--- config.mk ---
export PLATFORM = sky130hd
export DESIGN_NAME = ac3_sync_header_parser_top
export DESIGN_NICKNAME = d
export VERILOG_FILES = /design/src/rtl/ac3hp_pkg.sv /design/src/rtl/ac3hp_decode.sv /design/src/rtl/ac3hp_scan.sv /design/src/rtl/ac3_sync_header_parser_top.sv
export SDC_FILE = /design/constraint.sdc
export NUM_CORES = 1
export LEC_CHECK = 0
export ABC_AREA = 1
export BUFFER_PORTS_ARGS = -buffer_cell sky130_fd_sc_hd__buf_4
export CORE_MARGIN = 2
export CORE_UTILIZATION = 60
export CTS_CLUSTER_SIZE = 20
export DETAILED_ROUTE_END_ITERATION = 10
export HOLD_SLACK_MARGIN = 0.03
export PLACE_DENSITY = 0.83
export SYNTH_ARGS = -nofsm -noshare
export SYNTH_HDL_FRONTEND = slang
export SYNTH_HIERARCHICAL = 1
export SYNTH_SLANG_ARGS = --single-unit
--- constraint.sdc ---
create_clock -name aclk -period 16.13 [get_ports aclk]
set_input_delay 2.4195 -clock aclk [delete_from_list [all_inputs] [get_ports aclk]]
set_output_delay 2.4195 -clock aclk [all_outputs]
set_load 0.02 [all_outputs]
--- src/rtl/ac3hp_pkg.sv ---
`default_nettype none
package ac3hp_pkg;

    localparam int OFFSET_BITS_DEF = 16;

    localparam logic [7:0] SYNC_BYTE0 = 8'h0b;
    localparam logic [7:0] SYNC_BYTE1 = 8'h77;

    // header_index values at which the first kept header byte arrives and at which the last header byte has been taken
    localparam logic [2:0] HDR_FIRST_KEPT = 3'd2;
    localparam logic [2:0] HDR_DONE       = 3'd6;

    localparam logic [4:0] BSID_MAX_OK   = 5'd11;
    localparam logic [4:0] BSID_BASE     = 5'd8;
    localparam logic [1:0] FSCOD_48K     = 2'd0;
    localparam logic [1:0] FSCOD_44K1    = 2'd1;
    localparam logic [1:0] FSCOD_32K     = 2'd2;
    localparam logic [1:0] FSCOD_BAD     = 2'd3;
    localparam logic [5:0] FRMSIZE_LIMIT = 6'd38;

    localparam logic [15:0] SR_48K  = 16'd48000;
    localparam logic [15:0] SR_44K1 = 16'd44100;
    localparam logic [15:0] SR_32K  = 16'd32000;

    localparam logic [31:0] OUT_OFFSET_MAX = 32'h0000_ffff;

    localparam logic [2:0] ST_OK       = 3'd0;
    localparam logic [2:0] ST_NO_SYNC  = 3'd1;
    localparam logic [2:0] ST_BAD_BSID = 3'd2;
    localparam logic [2:0] ST_BAD_FS   = 3'd3;
    localparam logic [2:0] ST_BAD_FRM  = 3'd4;

    typedef struct packed {
        logic [7:0] data_byte;
        logic       first_byte;
        logic       last_byte;
    } in_item_t;

    typedef struct packed {
        logic [2:0]  status;
        logic [15:0] sync_offset;
        logic [19:0] bitrate;
        logic [15:0] sample_rate;
        logic [11:0] frame_bytes;
        logic [2:0]  channels;
    } result_t;

    function automatic logic [19:0] rate_of(input logic [4:0] idx);
        logic [19:0] r;
        unique case (idx)
            5'd0:    r = 20'd32000;
            5'd1:    r = 20'd40000;
            5'd2:    r = 20'd48000;
            5'd3:    r = 20'd56000;
            5'd4:    r = 20'd64000;
            5'd5:    r = 20'd80000;
            5'd6:    r = 20'd96000;
            5'd7:    r = 20'd112000;
            5'd8:    r = 20'd128000;
            5'd9:    r = 20'd160000;
            5'd10:   r = 20'd192000;
            5'd11:   r = 20'd224000;
            5'd12:   r = 20'd256000;
            5'd13:   r = 20'd320000;
            5'd14:   r = 20'd384000;
            5'd15:   r = 20'd448000;
            5'd16:   r = 20'd512000;
            5'd17:   r = 20'd576000;
            5'd18:   r = 20'd640000;
            default: r = 20'd0;
        endcase
        return r;
    endfunction

    function automatic logic [10:0] words48_of(input logic [4:0] idx);
        logic [10:0] w;
        unique case (idx)
            5'd0:    w = 11'd64;
            5'd1:    w = 11'd80;
            5'd2:    w = 11'd96;
            5'd3:    w = 11'd112;
            5'd4:    w = 11'd128;
            5'd5:    w = 11'd160;
            5'd6:    w = 11'd192;
            5'd7:    w = 11'd224;
            5'd8:    w = 11'd256;
            5'd9:    w = 11'd320;
            5'd10:   w = 11'd384;
            5'd11:   w = 11'd448;
            5'd12:   w = 11'd512;
            5'd13:   w = 11'd640;
            5'd14:   w = 11'd768;
            5'd15:   w = 11'd896;
            5'd16:   w = 11'd1024;
            5'd17:   w = 11'd1152;
            5'd18:   w = 11'd1280;
            default: w = 11'd0;
        endcase
        return w;
    endfunction

    function automatic logic [10:0] words441_of(input logic [4:0] idx);
        logic [10:0] w;
        unique case (idx)
            5'd0:    w = 11'd69;
            5'd1:    w = 11'd87;
            5'd2:    w = 11'd104;
            5'd3:    w = 11'd121;
            5'd4:    w = 11'd139;
            5'd5:    w = 11'd174;
            5'd6:    w = 11'd208;
            5'd7:    w = 11'd243;
            5'd8:    w = 11'd278;
            5'd9:    w = 11'd348;
            5'd10:   w = 11'd417;
            5'd11:   w = 11'd487;
            5'd12:   w = 11'd557;
            5'd13:   w = 11'd696;
            5'd14:   w = 11'd835;
            5'd15:   w = 11'd975;
            5'd16:   w = 11'd1114;
            5'd17:   w = 11'd1253;
            5'd18:   w = 11'd1393;
            default: w = 11'd0;
        endcase
        return w;
    endfunction

    function automatic logic [10:0] words32_of(input logic [4:0] idx);
        logic [10:0] w;
        unique case (idx)
            5'd0:    w = 11'd96;
            5'd1:    w = 11'd120;
            5'd2:    w = 11'd144;
            5'd3:    w = 11'd168;
            5'd4:    w = 11'd192;
            5'd5:    w = 11'd240;
            5'd6:    w = 11'd288;
            5'd7:    w = 11'd336;
            5'd8:    w = 11'd384;
            5'd9:    w = 11'd480;
            5'd10:   w = 11'd576;
            5'd11:   w = 11'd672;
            5'd12:   w = 11'd768;
            5'd13:   w = 11'd960;
            5'd14:   w = 11'd1152;
            5'd15:   w = 11'd1344;
            5'd16:   w = 11'd1536;
            5'd17:   w = 11'd1728;
            5'd18:   w = 11'd1920;
            default: w = 11'd0;
        endcase
        return w;
    endfunction

    function automatic logic [2:0] full_chans_of(input logic [2:0] acmod);
        logic [2:0] c;
        unique case (acmod)
            3'd0:    c = 3'd2;
            3'd1:    c = 3'd1;
            3'd2:    c = 3'd2;
            3'd3:    c = 3'd3;
            3'd4:    c = 3'd3;
            3'd5:    c = 3'd4;
            3'd6:    c = 3'd4;
            3'd7:    c = 3'd5;
            default: c = 3'd0;
        endcase
        return c;
    endfunction

    // lfeon position in {byte6, byte7}, after the optional mix level fields
    function automatic logic [3:0] lfe_bit_of(input logic [2:0] acmod);
        logic [3:0] b;
        unique case (acmod)
            3'd0:    b = 4'd12;
            3'd1:    b = 4'd12;
            3'd2:    b = 4'd10;
            3'd3:    b = 4'd10;
            3'd4:    b = 4'd10;
            3'd5:    b = 4'd8;
            3'd6:    b = 4'd10;
            3'd7:    b = 4'd8;
            default: b = 4'd12;
        endcase
        return b;
    endfunction

endpackage
`default_nettype wire

--- src/rtl/ac3hp_decode.sv ---
`default_nettype none
module ac3hp_decode
    import ac3hp_pkg::*;
(
    input  wire logic [7:0]  hdr_b4,
    input  wire logic [7:0]  hdr_b5,
    input  wire logic [7:0]  hdr_b6,
    input  wire logic [7:0]  hdr_b7,
    input  wire logic [15:0] offset,
    output result_t          res
);

    logic [1:0]  fscod;
    logic [5:0]  code;
    logic [4:0]  bsid;
    logic [2:0]  acmod;
    logic [4:0]  idx;
    logic [1:0]  br_shift;
    logic [10:0] words;
    logic [10:0] words_pad;
    logic [15:0] pair;

    assign fscod = hdr_b4[7:6];
    assign code  = hdr_b4[5:0];
    assign bsid  = hdr_b5[7:3];
    assign acmod = hdr_b6[7:5];
    assign idx   = code[5:1];
    assign pair  = {hdr_b6, hdr_b7};
    // bsid 9 to 11 halve the rate one to three times
    assign br_shift = (bsid > BSID_BASE) ? bsid[1:0] : 2'd0;

    always_comb begin
        words = words48_of(idx);
        unique case (fscod)
            FSCOD_48K:  words = words48_of(idx);
            FSCOD_44K1: words = words441_of(idx);
            FSCOD_32K:  words = words32_of(idx);
            default:    words = words48_of(idx);
        endcase
    end

    // odd codes at 44.1 kHz carry one padding word
    assign words_pad = words + ((fscod == FSCOD_44K1) ? {10'd0, code[0]} : 11'd0);

    always_comb begin
        res             = '0;
        res.sync_offset = offset;
        priority if (bsid > BSID_MAX_OK) begin
            res.status = ST_BAD_BSID;
        end else if (fscod == FSCOD_BAD) begin
            res.status = ST_BAD_FS;
        end else if (code >= FRMSIZE_LIMIT) begin
            res.status = ST_BAD_FRM;
        end else begin
            res.status      = ST_OK;
            res.bitrate     = rate_of(idx) >> br_shift;
            res.frame_bytes = {words_pad, 1'b0};
            res.channels    = full_chans_of(acmod) + {2'd0, pair[lfe_bit_of(acmod)]};
            unique case (fscod)
                FSCOD_48K:  res.sample_rate = SR_48K;
                FSCOD_44K1: res.sample_rate = SR_44K1;
                default:    res.sample_rate = SR_32K;
            endcase
        end
    end

endmodule
`default_nettype wire

--- src/rtl/ac3hp_scan.sv ---
`default_nettype none
module ac3hp_scan
    import ac3hp_pkg::*;
#(
    parameter int OFFSET_BITS = OFFSET_BITS_DEF
) (
    input  wire logic     aclk,
    input  wire logic     aresetn,
    input  wire logic     step,
    input  wire in_item_t item,
    output logic          res_valid,
    output result_t       res
);

    localparam logic [OFFSET_BITS-1:0] POS_MAX = {OFFSET_BITS{1'b1}};

    logic [7:0]             prev_reg, prev_next;
    logic [OFFSET_BITS-1:0] pos_reg, pos_next;
    logic                   sync_reg, sync_next;
    logic [2:0]             hidx_reg, hidx_next;
    logic                   given_reg, given_next;
    logic [7:0]             hb_reg [4];

    logic [7:0]             eff_prev;
    logic [OFFSET_BITS-1:0] eff_pos;
    logic                   eff_sync;
    logic [2:0]             eff_hidx;
    logic                   eff_given;
    logic                   hb_we;
    logic [2:0]             hb_sel;
    logic [31:0]            pos_wide;
    logic [15:0]            offset;
    result_t                dec_res;

    // first word of a buffer restarts the search before it is looked at
    assign eff_prev  = item.first_byte ? 8'd0 : prev_reg;
    assign eff_pos   = item.first_byte ? '0 : pos_reg;
    assign eff_sync  = item.first_byte ? 1'b0 : sync_reg;
    assign eff_hidx  = item.first_byte ? 3'd0 : hidx_reg;
    assign eff_given = item.first_byte ? 1'b0 : given_reg;

    assign pos_wide = 32'(eff_pos);
    assign offset   = (pos_wide > OUT_OFFSET_MAX) ? OUT_OFFSET_MAX[15:0] : pos_wide[15:0];
    assign hb_sel   = eff_hidx - HDR_FIRST_KEPT;

    ac3hp_decode u_decode (
        .hdr_b4 (hb_reg[0]),
        .hdr_b5 (hb_reg[1]),
        .hdr_b6 (hb_reg[2]),
        .hdr_b7 (item.data_byte),
        .offset (offset),
        .res    (dec_res)
    );

    always_comb begin
        prev_next  = prev_reg;
        pos_next   = pos_reg;
        sync_next  = sync_reg;
        hidx_next  = hidx_reg;
        given_next = given_reg;
        hb_we      = 1'b0;
        res_valid  = 1'b0;
        res        = '0;
        res.status = ST_NO_SYNC;
        if (step) begin
            prev_next  = eff_prev;
            pos_next   = eff_pos;
            sync_next  = eff_sync;
            hidx_next  = eff_hidx;
            given_next = eff_given;
            if (!eff_given) begin
                if (!eff_sync) begin
                    if (eff_pos != '0 && eff_prev == SYNC_BYTE0 &&
                        item.data_byte == SYNC_BYTE1) begin
                        sync_next = 1'b1;
                        hidx_next = 3'd0;
                        // position then holds the offset of the 0x0b
                        if (eff_pos != POS_MAX) begin
                            pos_next = eff_pos - OFFSET_BITS'(1);
                        end
                    end else begin
                        prev_next = item.data_byte;
                        if (eff_pos != POS_MAX) begin
                            pos_next = eff_pos + OFFSET_BITS'(1);
                        end
                    end
                    if (item.last_byte) begin
                        res_valid  = 1'b1;
                        given_next = 1'b1;
                    end
                end else begin
                    if (eff_hidx >= HDR_FIRST_KEPT && eff_hidx < HDR_DONE) begin
                        hb_we = 1'b1;
                    end
                    if (eff_hidx < HDR_DONE) begin
                        hidx_next = eff_hidx + 3'd1;
                    end
                    if (hidx_next == HDR_DONE) begin
                        res_valid  = 1'b1;
                        res        = dec_res;
                        given_next = 1'b1;
                    end else if (item.last_byte) begin
                        res_valid  = 1'b1;
                        given_next = 1'b1;
                    end
                end
            end
        end
    end

    always_ff @(posedge aclk) begin
        if (!aresetn) begin
            prev_reg  <= 8'd0;
            pos_reg   <= '0;
            sync_reg  <= 1'b0;
            hidx_reg  <= 3'd0;
            given_reg <= 1'b0;
        end else begin
            prev_reg  <= prev_next;
            pos_reg   <= pos_next;
            sync_reg  <= sync_next;
            hidx_reg  <= hidx_next;
            given_reg <= given_next;
        end
    end

    always_ff @(posedge aclk) begin
        if (hb_we) begin
            hb_reg[hb_sel[1:0]] <= item.data_byte;
        end
    end

    a_idx_idle: assert property (@(posedge aclk) disable iff (!aresetn)
        !sync_reg |-> hidx_reg == 3'd0)
        else $error("header index moved without sync");

    a_one_result: assert property (@(posedge aclk) disable iff (!aresetn)
        step && res_valid |=> given_reg)
        else $error("result given but buffer not closed");

    a_quiet_after: assert property (@(posedge aclk) disable iff (!aresetn)
        step && given_reg && !item.first_byte |-> !res_valid)
        else $error("second result in one buffer");

    a_idx_range: assert property (@(posedge aclk) disable iff (!aresetn)
        hidx_reg <= HDR_DONE)
        else $error("header index out of range");

endmodule
`default_nettype wire

--- src/rtl/ac3_sync_header_parser_top.sv ---
// channel | ports                                          | direction
// --------+------------------------------------------------+----------
// input   | s_valid s_ready s_data_byte s_first_byte       | in
//         | s_last_byte                                    |
// result  | m_valid m_ready m_status m_sync_offset         | out
//         | m_bitrate m_sample_rate m_frame_bytes m_channels |
//
// one word is taken every cycle while s_ready is high; a word passes an
// input register, then the search and header decode logic, then the result
// register
// aresetn clears the search state and both valid flags
// a stalled result holds the input register, so s_ready drops only while
// both registers are full and m_ready is low
`default_nettype none
module ac3_sync_header_parser_top
    import ac3hp_pkg::*;
#(
    parameter int OFFSET_BITS = OFFSET_BITS_DEF
) (
    input  wire logic        aclk,
    input  wire logic        aresetn,
    input  wire logic        s_valid,
    output logic             s_ready,
    input  wire logic [7:0]  s_data_byte,
    input  wire logic        s_first_byte,
    input  wire logic        s_last_byte,
    output logic             m_valid,
    input  wire logic        m_ready,
    output logic [2:0]       m_status,
    output logic [15:0]      m_sync_offset,
    output logic [19:0]      m_bitrate,
    output logic [15:0]      m_sample_rate,
    output logic [11:0]      m_frame_bytes,
    output logic [2:0]       m_channels
);

    logic     in_valid_reg, in_valid_next;
    in_item_t in_item_reg;
    logic     m_valid_reg, m_valid_next;
    result_t  m_res_reg;
    logic     advance;
    logic     res_valid;
    result_t  res;

    // the held word moves on once the result slot is free or being emptied
    assign advance = in_valid_reg && (!m_valid_reg || m_ready);
    assign s_ready = !in_valid_reg || advance;

    ac3hp_scan #(
        .OFFSET_BITS (OFFSET_BITS)
    ) u_scan (
        .aclk      (aclk),
        .aresetn   (aresetn),
        .step      (advance),
        .item      (in_item_reg),
        .res_valid (res_valid),
        .res       (res)
    );

    always_comb begin
        in_valid_next = in_valid_reg;
        if (s_valid && s_ready) begin
            in_valid_next = 1'b1;
        end else if (advance) begin
            in_valid_next = 1'b0;
        end
        m_valid_next = m_valid_reg;
        if (advance) begin
            m_valid_next = res_valid;
        end else if (m_ready) begin
            m_valid_next = 1'b0;
        end
    end

    always_ff @(posedge aclk) begin
        if (!aresetn) begin
            in_valid_reg <= 1'b0;
            m_valid_reg  <= 1'b0;
        end else begin
            in_valid_reg <= in_valid_next;
            m_valid_reg  <= m_valid_next;
        end
    end

    always_ff @(posedge aclk) begin
        if (s_valid && s_ready) begin
            in_item_reg.data_byte  <= s_data_byte;
            in_item_reg.first_byte <= s_first_byte;
            in_item_reg.last_byte  <= s_last_byte;
        end
        if (advance && res_valid) begin
            m_res_reg <= res;
        end
    end

    assign m_valid       = m_valid_reg;
    assign m_status      = m_res_reg.status;
    assign m_sync_offset = m_res_reg.sync_offset;
    assign m_bitrate     = m_res_reg.bitrate;
    assign m_sample_rate = m_res_reg.sample_rate;
    assign m_frame_bytes = m_res_reg.frame_bytes;
    assign m_channels    = m_res_reg.channels;

    a_no_overwrite: assert property (@(posedge aclk) disable iff (!aresetn)
        m_valid_reg && !m_ready |-> !advance)
        else $error("pending result would be overwritten");

    a_load: assert property (@(posedge aclk) disable iff (!aresetn)
        advance && res_valid |=> m_valid_reg)
        else $error("result lost on load");

    a_drain: assert property (@(posedge aclk) disable iff (!aresetn)
        !in_valid_reg && !s_valid |=> !in_valid_reg)
        else $error("input register filled without a word");

endmodule
`default_nettype wire

Word level (Yosys, flattened, before mapping)

Memory sizes are Yosys's and may differ from the RTL's.
Index checks and enable logic that the tools add are counted.
W data, S select, Z words.

Bits in registers: 111
Memories: 8
Logic and storage cells: 125
Output and inout bits: 72
Latch bits: 0
Memory bits (writable): 32
Bits in read-only memories: 1544

Memory list:

| memory           | words | bits a word | rd ports | clocked after memory_dff | write ports | RTL line         | source |
|---|---|---|---|---|---|---|---|
| (name not given) | 32    | 14          | 1        | 0                        | 0           | ac3hp_pkg.sv:50  | `unique case (idx)` |
| (name not given) | 32    | 11          | 1        | 0                        | 0           | ac3hp_pkg.sv:104 | `unique case (idx)` |
| (name not given) | 32    | 8           | 1        | 0                        | 0           | ac3hp_pkg.sv:131 | `unique case (idx)` |
| (name not given) | 32    | 7           | 1        | 0                        | 0           | ac3hp_pkg.sv:77  | `unique case (idx)` |
| (name not given) | 32    | 7           | 1        | 0                        | 0           | ac3hp_pkg.sv:77  |  |
| u_scan.hb_reg    | 4     | 8           | 3        | 0                        | 1           | ac3hp_scan.sv:22 | `logic [7:0] hb_reg [4];` |
| +2 memories      | -     | -           | -        | -                        | -           | -                |  |

Equal/unequal tests: 7
Shift operators: 1
Bitwise gates (word level): 3
Muxes and demuxes: 58
Add/sub/neg operators: 6
Divide/modulo/power cells: 0
Multiply operators: 0
$lt $le $gt $ge: 7
Reductions and logical operators: 17

Operators by type and width:

| kind                    | number |
|---|---|
| $mux W16                | 7 |
| $mux W20                | 3 |
| $mux W3                 | 12 |
| $pmux W11 S3            | 1 |
| $mux W8                 | 4 |
| $pmux W16 S2            | 1 |
| $mux W1                 | 23 |
| $shr A20 B2 Y20         | 1 |
| $add A16 B1 Y16 const B | 1 |
| $gt A16 B16 Y1 const B  | 1 |
| $ne A16 B16 Y1 const B  | 1 |
| $reduce_bool A16 Y1     | 1 |
| $sub A16 B1 Y16 const B | 1 |
| $mux W4                 | 3 |
| $add A11 B1 Y11         | 1 |
| $gt A5 B4 Y1 const B    | 2 |
| $eq A8 B4 Y1 const B    | 1 |
| $eq A8 B7 Y1 const B    | 1 |
| $reduce_or A7 Y1        | 1 |
| $ge A6 B6 Y1 const B    | 1 |
| $logic_and A1 B1 Y1     | 6 |
| $mux W2                 | 3 |
| $reduce_or A6 Y1        | 1 |
| $lt A4 B5 Y1 const B    | 1 |
| 15 further kinds        | 21 |

Depth between registers and ports, before layout

Gate-level depths: netlist of the first run.

Word-level depth: 12
Gate-level depth with buffers: 18

By module

Netlist of the first run, hierarchy kept.

Modules (own cells, without submodules):

| module                     | cells each | area an instance (um^2) | times used |
|---|---|---|---|
| ac3hp_scan                 | 617        | 3831.2                  | 1 |
| ac3_sync_header_parser_top | 97         | 2509.9                  | 1 |
| ac3hp_decode               | 368        | 1974.4                  | 1 |

Worst setup path after synthesis of the first run

No wires, ideal clock.

Kind: input port to flip-flop
Start point: in m_ready
End point: reg m_res_reg (netlist bit m_bitrate[0]) (enable)
Setup slack: 9.468 ns
Stages on the path: 10
Buffers on the path: 0
Required time: 15.631 ns
Arrival time: 6.163 ns
Path through: inv_1 > nand2_1 > nand2_1 > inv_1 > inv_2 > nor2_1 > inv_1 > nor2_1 > inv_1 > nor2_1

Word-level cells in the longest chain between the ends: 4

Ends and longest elaborated chain:

| element              | RTL line                         | source |
|---|---|---|
| from (decl)          | ac3_sync_header_parser_top.sv:28 | `input wire logic m_ready,` |
| $logic_or A1 B1 Y1   | ac3_sync_header_parser_top.sv:46 | `assign advance = in_valid_reg && (!m_valid_reg \|\| m_ready);` |
| $logic_and A1 B1 Y1  | ac3_sync_header_parser_top.sv:46 |  |
| named net advance    | ac3_sync_header_parser_top.sv:41 | `logic advance;` |
| $mux W1              | ac3hp_scan.sv:65                 | `if (step) begin` |
| named net res_valid  | ac3_sync_header_parser_top.sv:42 | `logic res_valid;` |
| $logic_and A1 B1 Y1  | ac3_sync_header_parser_top.sv:91 | `if (advance && res_valid) begin` |
| to (signal assigned) | ac3_sync_header_parser_top.sv:92 | `m_res_reg <= res;` |
| to (decl)            | ac3_sync_header_parser_top.sv:40 | `result_t m_res_reg;` |

The timed path passes the listed nets, and every way through them passes these cells.
A chain may end at the register's enable or synchronous reset.

Final worst setup path of the first run

Start point: in m_ready
End point: out s_ready

Word-level cells in the longest chain between the ends: 3

Ends and longest elaborated chain:

| element             | RTL line                         | source |
|---|---|---|
| $logic_or A1 B1 Y1  | ac3_sync_header_parser_top.sv:46 |  |
| $logic_and A1 B1 Y1 | ac3_sync_header_parser_top.sv:46 |  |
| $logic_or A1 B1 Y1  | ac3_sync_header_parser_top.sv:47 | `assign s_ready = !in_valid_reg \|\| advance;` |
| to (decl)           | ac3_sync_header_parser_top.sv:23 | `output logic s_ready,` |

No other way between the ends.

==> results.cfg, run 1 <==
[run_status]
status = finished clean

[setup_path]
crit_top_cell = buf_4
cp_top_family = buffers and inverters
crit_slowest_cell = buf_4
crit_chain = buf_4 > inv_1 > nand3_2 > buf_4
end_kind = primary output
cp.required_ns = 13.71
crit_path_max_incr_delay_ns = 0.17
cp-start-kind = input pin
cp_num_buf_inv = 3
cp_max_fo = 3
critPathArrivalTime_ns = 2.85
path_class = input pin to primary output

[grt]
grt_pass1_wl_um = 30700
grt_max_degree = 72
grtUsageTotal_pct = 27.0
grt_pass1_vias = 6415
antenna_found_initial = 0
globalRouteOverflowTotal = 0

[cells_and_area]
largest_reg_flops = 20
area_growth_pct = 13.5
nFillCells = 1117
finalNonFillerCells = 1317
final_layout_size_suffix_gt1_share_pct = 14.5
layout.nets = 1168
num_antenna_cells = 0

[timing]
setup_violations = 0
relSlewSlack_pct = 40.9
slew_viol_final = 0
rsz0062_at_grt = false
fin_crit_ns = 5.27
period_share_pct = 32.7
tns_ns = 0
hold_viol = 0
skew_ns = 0.00878
worst_slew_pin_slew_ns = 0.887
fmax_ghz = 0.190

[placed_design]
dp_cells = 1285
portBuffers = 85
post-dp-hpwl_um = 13400
gp_congestion = 0.987

[clocking]
ctsHoldBuffers = 0
cts_buffer_depth = 2
numCtsBuffers = 17
tritoncts = built
clkSlewWorstSetupHoldPaths_ns = 0.06
cts_sinks = 130
clkLatencyLatePin_ns = 0.43
clock-root-buffer = clkbuf_16
cts_resized = 0
postCtsSetupBuffers = 0
h-tree-depth = 4

[drt]
wl_um = 18900
final_antenna_net_count = 0
drtIter0Drc = 767
vias_per_cell = 5.43
route.detailed.drc = 0
wl_per_cell_um = 14.4
drt-pass1-iter-count = 6
via_count = 7147

[floorplan]
dieArea_um2 = 14600
ioPinCount = 86
initial_core_util_pct = 61.7
rows = 42
core_area_um2 = 13200
die_w_um = 121
dieHeight_um = 121

[yosys]
syn_avg_cell_area_um2 = 7.58
syn_area_um2 = 8170
ys.warnings.count = 6
syn_inst = 1077

[power]
p_leak_nw = 3.69
power_per_cell_area_nw_per_um2 = 87.0
internal_power_mw = 0.635
p_comb_share_pct = 5.0
swShare_pct = 21.3
pwr-share-clk_pct = 49.1
power_frac_seq_pct = 45.9
peakVddDrop_v = 0.0000688
p_switching_mw = 0.172

[flow_run]
cap_violations = 0

[min_path]
hp-class = register to register
## final timing paths
kind                                     end                             from  cells after the start  slack, ns
min          u_scan/prev_reg[2]$_SDFFE_PN0P_  u_scan/prev_reg[2]$_SDFFE_PN0P_                      2       0.48
max reg2reg          m_bitrate[15]$_DFFE_PP_         in_item_reg[1]$_DFFE_PP_                     14      12.60
max                                  s_ready                          m_ready                      4      10.86
min reg2reg  u_scan/prev_reg[2]$_SDFFE_PN0P_  u_scan/prev_reg[2]$_SDFFE_PN0P_                      2       0.48
## power groups by stage
stage / Combinational [mW] / Clock, mW / Sequential [mW]
after floorplan: 0.0269 / 0 / 0.379
after global placement: 0.0385 / 0 / 0.377
after detailed placement: 0.0392 / 0 / 0.377
after CTS: 0.0395 / 0.400 / 0.370
after global routing: 0.0442 / 0.416 / 0.371
final: 0.0402 / 0.396 / 0.371
## routing by layer
| metal | vias to the layer above | part of all wire, % | track usage, % | routed length (um) |
|---|---|---|---|---|
| met1 | 3213 | 42 | 34.2 | 7870 |
| met2 | 327 | 49 | 45.2 | 9220 |
| met3 | 45 | 7.1 | 5.42 | 1350 |
| li1 | 3562 | - | - | - |
| met5 | - | 0 | 0 | 0 |
| met4 | 0 | 2.6 | 11.3 | 502 |
## placed cells by master, fill, tap and decap left out, types with 14 or more instances in the layout
cell type	n
nand4_1	14
nand3_1	60
dfxtp_1	31
edfxtp_1	99
inv_1	128
nor2_1	168
nand2_1	275
o22ai_1	14
a21oi_1	44
ha_1	26
buf_4	90
clkbuf_16	17
o21ai_0	55
## worst min-delay path, stage by stage (launching register included)
cell and delay, ns:
dfxtp_1 0.32, nand2_1 0.06, a21oi_1 0.05
## metrics by stage
| stage | hold slack, ns | utilization [%] | instance area [um^2] | worst slack, ns | power, mW |
|---|---|---|---|---|---|
| CTS | 0.486 | 70.0 | 9270 | 10.86 | 0.810 |
| floorplan | 0.445 | - | 8200 | 9.47 | 0.405 |
| global placement | 0.470 | 65.4 | 8660 | 10.77 | 0.416 |
| global route | 0.512 | 70.0 | 9270 | 10.68 | 0.831 |
| detailed placement | 0.476 | 65.4 | 8660 | 10.62 | 0.417 |
| finish | 0.484 | 70.0 | 9270 | 10.86 | 0.807 |
## area by class of cell
| type | instances | area (um^2) | share of cell area (%) |
|---|---|---|---|
| multi-input combinational | 753 | 3660 | 39.5 |
| sequential | 130 | 3590 | 38.8 |
| timing repair buffer | 90 | 676 | 7.29 |
| inverter | 136 | 513 | 5.54 |
| clock buffer | 21 | 440 | 4.75 |
| tap | 176 | 220 | 2.38 |
| clock inverter | 11 | 161 | 1.74 |
Note: power is estimated with default switching activity, not from simulation.
==> run 2, diff against run 1 <==
- clock period: 16.13 -> 5.3 ns (I/O delays scaled with it)
==> run 2 against run 1 <==
Via count is 1.1% lower. Flip-flop and latch count did not move. Register-to-register slack got worse by 11 ns. Non-clock buffer count stayed put. Highest routed layer unchanged. Setup slack worse by 9.1 ns. Total power grew to 3.0 times the previous value. Clock skew rose by 0.00099 ns. Cell count did not move. Sequential power grew to 3.0 times the previous value. Clock-buffer cell count down 3. Critical path depth grew 10.
==> results.cfg, run 2 (synthesized netlist as in run 1, its figures left out) <==
[clocking]
cts_resized = 0
clock-root-buffer = clkbuf_16
tritoncts = built
cts_buffer_depth = 2
h-tree-depth = 4
ctsHoldBuffers = 0
clkLatencyLatePin_ns = 0.43
clkSlewWorstSetupHoldPaths_ns = 0.06
postCtsSetupBuffers = 0
numCtsBuffers = 17
cts_sinks = 130

[timing]
period_share_pct = 66.0
whs_ns = 0.481
tns_ns = 0
rsz0062_at_grt = false
worst_slew_pin_slew_ns = 0.877
setup_violations = 0
fmax_ghz = 0.286
skew_ns = 0.00976
fin_crit_ns = 3.50
hold_viol = 0
slew_viol_final = 0
relSlewSlack_pct = 41.5

[cells_and_area]
num_antenna_cells = 0
area_growth_pct = 13.4
mostFrequentLayoutCells = nand2_1, nor2_1, inv_1
final_common_cell = nand2_1
layout.nets = 1168
largest_reg_flops = 20
final_layout_size_suffix_gt1_share_pct = 14.7

[min_path]
min_path_cells = 2
worstHoldEndpoint = u_scan/prev_reg[3]$_SDFFE_PN0P_
hp-class = register to register
hp-start = u_scan/prev_reg[3]$_SDFFE_PN0P_

[floorplan]
rows = 42
initial_core_util_pct = 61.7
die_w_um = 121
core_area_um2 = 13200
ioPinCount = 86
dieArea_um2 = 14600
dieHeight_um = 121

[grt]
grt.met2_usage_pct = 43.2
grtUsageTotal_pct = 26.6
grt_pass1_wl_um = 30500
grt_max_degree = 71
met1_usage_pct = 34.4
grt_pass1_vias = 6405
antenna_found_initial = 0
globalRouteOverflowTotal = 0
grtUsageMet3_pct = 4.95
top_usage_layer = met2

[run_status]
status = finished clean

[placed_design]
portBuffers = 85
post-dp-hpwl_um = 13100
gp_congestion = 0.999

[setup_path]
rr_worst_depth = 14
cp_max_fo = 70
cp-start-kind = register
path_class = register to register
critPathArrivalTime_ns = 3.54
cp.required_ns = 5.35
timing.rr.start = in_item_reg[1]$_DFFE_PP_
reg2reg_slack_ns = 1.80
r2r-end = m_channels[1]$_DFFE_PP_
end_kind = register

[drt]
drtIter0Drc = 654
final_antenna_net_count = 0
wl_per_cell_um = 14.2
via_count = 7065
vias_per_cell = 5.36
wl_um = 18700
drt-pass1-iter-count = 6
route.detailed.drc = 0

[power]
internal_power_mw = 1.89
p_comb_share_pct = 5.0
pwr-share-clk_pct = 48.4
p_leak_nw = 3.68
peakVddDrop_v = 0.000209
power_per_cell_area_nw_per_um2 = 262
p_switching_mw = 0.538
swShare_pct = 22.2
power_frac_seq_pct = 46.5

[flow_run]
cap_violations = 0
run 2: cell type report:
class                           count  area [um^2]
Multi-Input combinational cell    753         3660
Timing Repair Buffer               90          676
Fill cell                        1124         3990
Clock inverter                     14          164
Sequential cell                   130         3590
Clock buffer                       18          429
Inverter                          136          513
Tap cell                          176          220
run 2: worst max-delay path, stage by stage (launching register included):
cell      delay, ns
edfxtp_1       0.70
nor2_1         0.36
inv_1          0.13
ha_1           0.31
inv_1          0.05
nand2_1        0.09
inv_1          0.07
nor2_1         0.13
nand2_2        0.07
o21bai_1       0.16
inv_1          0.06
nor2_1         0.09
inv_1          0.08
nor2_4         0.09
buf_4          0.63
run 2: worst max path at each step:
stage	from	endpoint	slack, ns	cells past startpoint
floorplan	in_item_reg[1]$_DFFE_PP_	m_bitrate[0]$_DFFE_PP_	0.14	14
finish	in_item_reg[1]$_DFFE_PP_	m_channels[1]$_DFFE_PP_	1.80	14
CTS	in_item_reg[1]$_DFFE_PP_	m_status[2]$_DFFE_PP_	1.84	14
global route	in_item_reg[1]$_DFFE_PP_	m_channels[1]$_DFFE_PP_	1.55	14
global placement	m_ready	m_bitrate[11]$_DFFE_PP_	1.90	12
detailed placement	m_ready	m_status[2]$_DFFE_PP_	1.78	12
run 2: stage by stage:
step           utilization (%)  power, mW  std cells  cell area, um^2  setup WS, ns
6_report                  69.9       2.42       1317             9260          1.80
3_3_place_gp              65.4       1.27       1285             8660          1.90
3_5_place_dp              65.4       1.27       1285             8660          1.78
5_1_grt                   69.9       2.50       1317             9260          1.55
2_1_floorplan                -       1.23       1085             8200         0.144
4_1_cts                   69.9       2.43       1317             9260          1.84
run 2: metal layers:
metal / wire, um / part of all wire, %
met1: 8060 / 43
met2: 8760 / 47
met3: 1320 / 7.1
met4: 533 / 2.9
met5: 0 / 0
run 2: power groups by stage:
stage | registers, mW | clock network [mW] | logic [mW]
floorplan | 1.15 | 0 | 0.0818
detailed placement | 1.15 | 0 | 0.119
global placement | 1.15 | 0 | 0.117
global route | 1.13 | 1.24 | 0.134
finish | 1.13 | 1.17 | 0.122
CTS | 1.13 | 1.19 | 0.120
==> run 3, diff against run 2 <==
- CORE_UTILIZATION: 60 -> 54
- PLACE_DENSITY: 0.83 -> 0.79
- clock period: 5.3 -> 3.2 ns (I/O delays scaled with it)
==> run 3 against run 2 <==
Wire length rose by 4.2%. Critical path depth is 3 higher. First-iteration DRC count is 7.8% higher. Setup slack got worse by 1.5 ns. Clock skew is 0.0037 ns lower. Utilization down 5.0 points. Hold slack lost 0.24 ns. Cell count rose by 2.1%. Non-clock buffer count increased by 20. Via count rose by 0.75%.
==> results.cfg, run 3 (synthesized netlist as in run 1, its figures left out) <==
[timing]
setup_violations = 0
whs_ns = 0.240
relSlewSlack_pct = 52.7
slew_viol_final = 0
tns_ns = 0
period_share_pct = 91.7
rsz0062_at_grt = false
fmax_ghz = 0.341
fin_crit_ns = 2.93
worst_slew_pin_slew_ns = 0.710
hold_viol = 0
setup_slack_ns = 0.265
skew_ns = 0.00605

[power]
pwr-share-clk_pct = 48.8
swShare_pct = 21.7
power_per_cell_area_nw_per_um2 = 427
finalPower_mw = 4.06
power_frac_seq_pct = 45.9
p_leak_nw = 3.81
p_comb_share_pct = 5.2
peakVddDrop_v = 0.000381
p_switching_mw = 0.882
internal_power_mw = 3.17

[clocking]
h-tree-depth = 4
cts_buffer_depth = 2
ctsHoldBuffers = 0
clock-root-buffer = clkbuf_16
cts_sinks = 130
tritoncts = built
clkLatencyLatePin_ns = 0.41
numCtsBuffers = 17
clkSlewWorstSetupHoldPaths_ns = 0.06

[cells_and_area]
fin_area_um2 = 9510
finalNonFillerCells = 1345
final_layout_size_suffix_gt1_share_pct = 16.8
num_antenna_cells = 0
final_common_cell = nand2_1
largest_reg_flops = 20
area_growth_pct = 16.5
layout.nets = 1188
final_util_pct = 64.9
mostFrequentLayoutCells = nand2_1, nor2_1, inv_1

[setup_path]
cp.required_ns = 3.35
timing.rr.start = u_scan/hb_reg[0][4]$_DFFE_PP_
crit_path_max_incr_delay_ns = 0.53
crit_chain = nor2_4 > nand2_1 > a21oi_2 > o21ai_0 > a211oi_1 > ha_2 > buf_4 > buf_4 > inv_1 > nor2_1 > nand3_2 > nor2_4 > nand2_1 > o21ai_1 > nor2_1 > nand2_1 > nor2_1
r2r-end = m_frame_bytes[8]$_DFFE_PP_
cp-start-kind = register
crit_slowest_cell = edfxtp_1
end_kind = register
critPathArrivalTime_ns = 3.08
cp_top_family = simple AND/OR/NAND/NOR gates
reg2reg_slack_ns = 0.27
rr_worst_depth = 17
cp_max_fo = 8
cp_num_buf_inv = 3
path_class = register to register

[placed_design]
portBuffers = 85
place_ws_ns = 0.154
post-dp-hpwl_um = 14100
placed_area_um2 = 8840
gp_congestion = 0.964
dp_cells = 1309

[drt]
drtIter0Drc = 705
vias_per_cell = 5.29
route.detailed.drc = 0
wl_um = 19500
via_count = 7118
drt-pass1-iter-count = 9
wl_per_cell_um = 14.5
final_antenna_net_count = 0

[floorplan]
initial_core_util_pct = 55.8
dieHeight_um = 127
rows = 44
dieArea_um2 = 16100
die_w_um = 127
ioPinCount = 86
core_area_um2 = 14600

[grt]
grt_pass1_wl_um = 31800
grt_max_degree = 71
grtUsageTotal_pct = 24.7
globalRouteOverflowTotal = 0
grt_pass1_vias = 6641
antenna_found_initial = 0

[flow_run]
cap_violations = 0

[min_path]
hp-class = input pin to register
worstHoldEndpoint = in_item_reg[3]$_DFFE_PP_
hp-start = s_data_byte[1]
min_path_cells = 1

[run_status]
status = finished clean
[run 3: worst max path at each step]
stage	start	to	slack, ns	cells after the start
2_1_floorplan	in_item_reg[1]$_DFFE_PP_	m_bitrate[0]$_DFFE_PP_	0.004	14
6_report	u_scan/hb_reg[0][4]$_DFFE_PP_	m_frame_bytes[8]$_DFFE_PP_	0.27	17
3_3_place_gp	u_scan/hb_reg[0][1]$_DFFE_PP_	m_frame_bytes[9]$_DFFE_PP_	0.30	17
3_5_place_dp	u_scan/hb_reg[0][1]$_DFFE_PP_	m_frame_bytes[9]$_DFFE_PP_	0.15	17
4_1_cts	u_scan/hb_reg[0][1]$_DFFE_PP_	m_frame_bytes[11]$_DFFE_PP_	0.11	17
5_1_grt	u_scan/hb_reg[0][4]$_DFFE_PP_	m_frame_bytes[11]$_DFFE_PP_	0.007	17
[run 3: metal layers]
layer / global-route usage [%] / wire, um / vias up
met3: 4.60 / 1370 / 41
met1: 30.9 / 8060 / 3185
li1: - / - / 3598
met2: 42.9 / 9620 / 294
met4: 8.92 / 414 / 0
met5: 0 / 0 / -
[run 3: layout make-up]
| cell class | instances | area [um^2] |
|---|---|---|
| Tap cell | 184 | 230 |
| Multi-Input combinational cell | 753 | 3680 |
| Timing Repair Buffer | 110 | 876 |
| Clock inverter | 13 | 160 |
| Inverter | 136 | 513 |
| Fill cell | 1270 | 5130 |
| Clock buffer | 19 | 453 |
| Sequential cell | 130 | 3590 |
[run 3: power by group through the flow]
stage	combinational [mW]	clock, mW	sequential, mW
6_report	0.213	1.98	1.86
5_1_grt	0.235	2.08	1.87
4_1_cts	0.210	2.01	1.86
3_5_place_dp	0.209	0	1.90
3_3_place_gp	0.206	0	1.90
2_1_floorplan	0.136	0	1.91
[run 3: what timing repair did]
item,4_1_cts,5_1_grt
hold endpoints to repair,0,0
endpoints found under the setup margin,0,3
resized for setup,0,5
buffers inserted,0,4
